$ cat config.mk
export PLATFORM = sky130hd
export DESIGN_NAME = lcf_ctrl
export DESIGN_NICKNAME = d
export VERILOG_FILES = /design/src/sv/lcf_pkg.sv /design/src/sv/lcf_ctrl.sv
export SDC_FILE = /design/constraint.sdc
export NUM_CORES = 1
export LEC_CHECK = 0
export BUFFER_PORTS_ARGS = -buffer_cell sky130_fd_sc_hd__buf_2
export CAP_MARGIN = 25
export CORE_AREA = 2 2 39 41
export DETAILED_ROUTE_END_ITERATION = 10
export DIE_AREA = 0 0 41 43
export SETUP_SLACK_MARGIN = 0.15
export SLEW_MARGIN = 10
export SYNTH_ARGS = -nofsm -noshare
export SYNTH_HDL_FRONTEND = slang
export SYNTH_SLANG_ARGS = --single-unit
$ cat constraint.sdc
create_clock -name clk_i -period 2.3 [get_ports clk_i]
set_input_delay 0.46 -clock clk_i [delete_from_list [all_inputs] [get_ports clk_i]]
set_output_delay 0.46 -clock clk_i [all_outputs]
set_load 0.005 [all_outputs]
$ cat src/sv/lcf_pkg.sv
// Shared constants, types and pair arithmetic for the LIS length/count core.
`default_nettype none

package lcf_pkg;

  localparam int unsigned MaxValue  = 1024;
  localparam int unsigned StoreSize = MaxValue + 2;
  localparam int unsigned AddrW     = $clog2(StoreSize);
  localparam int unsigned WalkW     = AddrW + 1;
  localparam int unsigned ValW      = 11;
  localparam int unsigned LenW      = 11;
  localparam int unsigned CntW      = 60;

  localparam logic [ValW-1:0] CfgReset = ValW'(MaxValue);
  localparam logic [LenW-1:0] LenMax   = '1;
  localparam logic [CntW-1:0] CountCap = 60'd1000000000000000000;

  typedef struct packed {
    logic [LenW-1:0] len;
    logic [CntW-1:0] cnt;
  } pair_t;

  typedef enum logic [1:0] {
    WalkSeed,
    WalkRun,
    WalkMerge,
    WalkBest
  } lcf_walk_e;

  typedef struct packed {
    logic      load;
    logic      clr_start;
    logic      walk_start;
    lcf_walk_e walk_kind;
    logic      out_load;
  } lcf_cmd_t;

  typedef struct packed {
    logic clr_done;
    logic walk_done;
    logic first;
    logic bad;
    logic out_free;
  } lcf_sts_t;

  // larger length wins; equal lengths add counts, saturating
  function automatic pair_t pair_join(pair_t a, pair_t b);
    logic [CntW:0] sum;
    pair_t         r;
    r   = a;
    sum = {1'b0, a.cnt} + {1'b0, b.cnt};
    if (a.len < b.len) begin
      r = b;
    end else if (a.len == b.len) begin
      r.cnt = (sum > {1'b0, CountCap}) ? CountCap : sum[CntW-1:0];
    end
    return r;
  endfunction

  function automatic pair_t pair_extend(pair_t a);
    pair_t r;
    r = a;
    if (a.len < LenMax) begin
      r.len = a.len + LenW'(1);
    end
    return r;
  endfunction

endpackage

`default_nettype wire

$ cat src/sv/lcf_ctrl.sv
// Controller: sequences clear, seed, query, merge and best walks per item.
`default_nettype none

module lcf_ctrl import lcf_pkg::*; (
  input  wire logic     clk_i,
  input  wire logic     rst_ni,
  input  wire logic     in_valid_i,
  output logic          in_ready_o,
  input  wire lcf_sts_t sts_i,
  output lcf_cmd_t      cmd_o
);

  localparam logic [3:0] StInit  = 4'd0;
  localparam logic [3:0] StIdle  = 4'd1;
  localparam logic [3:0] StStart = 4'd2;
  localparam logic [3:0] StClear = 4'd3;
  localparam logic [3:0] StSeed  = 4'd4;
  localparam logic [3:0] StQuery = 4'd5;
  localparam logic [3:0] StMerge = 4'd6;
  localparam logic [3:0] StBest  = 4'd7;
  localparam logic [3:0] StOut   = 4'd8;

  logic [3:0] state_q, state_d;

  always_ff @(posedge clk_i or negedge rst_ni) begin
    if (!rst_ni) begin
      state_q <= StInit;
    end else begin
      state_q <= state_d;
    end
  end

  always_comb begin
    state_d          = state_q;
    in_ready_o       = 1'b0;
    cmd_o            = '0;
    cmd_o.walk_kind  = WalkBest;
    unique case (state_q)
      StInit: begin
        if (sts_i.clr_done) state_d = StIdle;
      end
      StIdle: begin
        in_ready_o = 1'b1;
        if (in_valid_i) begin
          cmd_o.load = 1'b1;
          state_d    = StStart;
        end
      end
      StStart: begin
        if (sts_i.first) begin
          cmd_o.clr_start = 1'b1;
          state_d         = StClear;
        end else if (!sts_i.bad) begin
          cmd_o.walk_start = 1'b1;
          cmd_o.walk_kind  = WalkRun;
          state_d          = StQuery;
        end else begin
          cmd_o.walk_start = 1'b1;
          state_d          = StBest;
        end
      end
      StClear: begin
        if (sts_i.clr_done) begin
          cmd_o.walk_start = 1'b1;
          cmd_o.walk_kind  = WalkSeed;
          state_d          = StSeed;
        end
      end
      StSeed: begin
        if (sts_i.walk_done) begin
          cmd_o.walk_start = 1'b1;
          if (sts_i.bad) begin
            state_d = StBest;
          end else begin
            cmd_o.walk_kind = WalkRun;
            state_d         = StQuery;
          end
        end
      end
      StQuery: begin
        if (sts_i.walk_done) begin
          cmd_o.walk_start = 1'b1;
          cmd_o.walk_kind  = WalkMerge;
          state_d          = StMerge;
        end
      end
      StMerge: begin
        if (sts_i.walk_done) begin
          cmd_o.walk_start = 1'b1;
          state_d          = StBest;
        end
      end
      StBest: begin
        if (sts_i.walk_done) state_d = StOut;
      end
      StOut: begin
        if (sts_i.out_free) begin
          cmd_o.out_load = 1'b1;
          state_d        = StIdle;
        end
      end
      default: begin
        state_d = StIdle;
      end
    endcase
  end

  a_walk_busy: assert property (@(posedge clk_i) disable iff (!rst_ni)
    cmd_o.walk_start |=> !sts_i.walk_done)
    else $error("walk did not start");

  a_load_idle: assert property (@(posedge clk_i) disable iff (!rst_ni)
    cmd_o.load |=> (state_q == StStart))
    else $error("item loaded outside idle");

  a_ready_quiet: assert property (@(posedge clk_i) disable iff (!rst_ni)
    in_ready_o |-> (sts_i.walk_done && sts_i.clr_done))
    else $error("input ready while datapath busy");

endmodule

`default_nettype wire

==> impl_metrics.tcl <==
set metrics [dict create \
    post_drt_via_cell_ratio 5.12 \
    cellInternalPower_uw 342 \
    outcome "finished, final reports clean" \
    place_hpwl_um 667 \
    cts_max_path_buffers 2 \
    syn2layout_area_growth_pct 21.2 \
    yosysTopAreaCellShare 0.253 \
    clk-insertion-delay-late_ns 0.23 \
    min_period_over_period 0.846 \
    max_slew_margin 0.827 \
    power_switching_uw 268 \
    clockPowerShare 0.137 \
    io_buffers 14 \
    grt.total_usage 0.116 \
    reg_top3 "state_q: 4 flops" \
    syn_nets 56 \
    initial_core_util 0.286 \
    tightestPinTransition_ns 0.256 \
    first_global_vias 365 \
    fin_crit_ns 1.95 \
    count_of_different_cell_masters_after_synthesis 27 \
    synth.largest_area_cell "dfrtp_1" \
    max_clock_freq_ghz 0.514 \
    clk_pin_slew_ns 0.04 \
    drc 0 \
    synth_area_leaders "dfrtp_1, buf_6, a21oi_1" \
    p_total_uw 610 \
    finalSetupViolCount 0 \
    synth_flop_cell "dfrtp_1" \
    vias 394 \
    ctsRootBufferMaster "clkbuf_4" \
    maxCapViolCount 0 \
    detailedRoute.firstIterationViolations 16 \
    timing.setup.critical_path_class "reg2out" \
    layoutNonFillerInstCount 77 \
    cp.arrival_ns 1.49 \
    global_placement_routability_congestion 0.812 \
    yosys-top-cells-count "a21oi_1, dfrtp_1, inv_1, nor2_1, o21ai_0" \
    netlist_area_um2 395 \
    minimum_setup_slack_after_placement_ns 0.522 \
    tritoncts "built" \
    yosys_register_bits 4 \
    overflow 0 \
    vdd_ir_drop_max_mv 0.419 \
    synth_edf_count 0 \
    cts.repair_timing.setup_buffer_count 0 \
    timing.clock.skew_ns 0.00461 \
    placeableCoreArea_um2 1380 \
    share_of_async_settable_or_async_resettable_flops_after_synthesis 1.00 \
    numPlacedInstances 74 \
    power.switching_fraction 0.439 \
    cts.sink_count 4 \
    ios 15 \
    post_drt_wl_per_cell_um 11.5 \
    die_area_um2 1760 \
    grt_first_pass_wirelength_um 1460 \
    largest_register "state_q" \
    router_iterations_before_antenna_repair 3 \
    site_rows 14 \
    setup_ws_ns 0.353 \
    number_of_flip_flops_under_the_largest_register_name 4 \
    finish.net_count 71 \
    setup_total_negative_slack_ns 0 \
    worstHoldPathType "in2async" \
    chipHeight_um 43 \
    synth.yosys.warnings 0 \
    comb_power_share 0.543 \
    filler_cell_count 153 \
    post_synth_inst_count 48 \
    final_layout_size_suffix_gt1_frac 0.410 \
    total_leakage_power_nw 0.224 \
    grt_max_degree 13 \
    cp-end-kind "output pin" \
    floorplan.die.width_um 41 \
    worstSetupStartpointType "flop" \
    cts-buffers-inserted 3 \
    postRouteAntennaNets 0 \
    power_frac_seq 0.320 \
    final-max-slew-violation-count 0 \
    finalHoldViolCount 0 \
    antenna-diode-count 0 \
    avgSynthCellArea_um2 8.24 \
    powerDensity_nw_per_um2 1270 \
    htree_levels 1 \
    critPathRequiredTime_ns 1.84 \
    path_max_fanout 10 \
    setup_repair_after_global_routing_missed_its_margin "no" \
    yosysSeqAreaShare 0.253 \
    postRouteWirelength_um 883 \
    grt_antenna_before_repair 0 \
]
-- cells in the final DEF (no fill, tap or decap), types with 2 or more instances in the layout --
cell type / count
dfrtp_2: 2
nor2_1: 4
o21ai_0: 3
inv_1: 4
o22ai_1: 2
or2b_1: 2
dfrtp_1: 2
nand2b_1: 2
o32ai_1: 2
nand2_1: 2
a21oi_1: 4
buf_2: 14
nor3_1: 2
clkbuf_4: 3
-- per-stage QoR --
step | hold WS (ns) | instance area (µm²) | utilization
2_1_floorplan | 0.164 | 395 | -
3_3_place_gp | 0.266 | 454 | 0.328
3_5_place_dp | 0.265 | 454 | 0.328
4_1_cts | 0.0219 | 477 | 0.344
5_1_grt | 0.0221 | 479 | 0.346
6_report | 0.0246 | 479 | 0.346
-- metal layers --
metal	vias up	wire length (µm)	global-route usage
met1	178	441	0.181
met2	14	389	0.156
met5	-	0	0
li1	202	-	-
met4	0	0	0.0400
met3	0	51	0.0157
-- repair_timing --
| item | CTS | global route |
|---|---|---|
| hold buffers | 0 | 0 |
| gates resized for setup | 0 | 2 |
| endpoints found under the setup margin | 0 | 2 |
-- kinds of logic after synthesis --
family                 Yosys count  share of synthesized area
AND/OR/NAND/NOR                 19                      0.294
AO/OA/AOI/OAI                   14                      0.244
buffers and inverters            8                      0.117
flip-flops                       4                      0.253
multiplexers                     3                     0.0918
-- critical path, stage by stage (launching register included) --
cell and delay (ns):
dfrtp_1 0.46, or4b_4 0.59, nor2_1 0.10, buf_2 0.12
-- power by group through the flow --
stage / clock network [mW] / logic [mW] / registers [mW]
2_1_floorplan: 0 / 0.342 / 0.118
3_5_place_dp: 0 / 0.335 / 0.191
4_1_cts: 0.0859 / 0.336 / 0.190
6_report: 0.0834 / 0.331 / 0.195
3_3_place_gp: 0 / 0.330 / 0.190
5_1_grt: 0.0930 / 0.377 / 0.206
-- path summary, 6_finish.rpt --
path                                    to       start  depth (start not counted)  slack, ns
worst min-delay path            state_q[2]      rst_ni                          1       0.02
min in group clk_i              state_q[3]    sts_i[0]                          2       0.47
worst max-delay path              cmd_o[0]  state_q[0]                          3       0.35
max in group asynchronous       state_q[1]      rst_ni                          1       2.15
worst min register to register  state_q[2]  state_q[3]                          1       0.60
worst max register to register  state_q[0]  state_q[0]                          4       0.61
-- layout make-up --
cell class	count	area (µm²)	share of cell area
tap	16	20.0	0.0418
inverter	4	15.0	0.0313
timing repair buffer	14	70.1	0.146
clock buffer	3	22.5	0.0470
multi-input combinational	36	249	0.520
sequential	4	103	0.214
No activity file was read; power rests on OpenSTA's default activity.
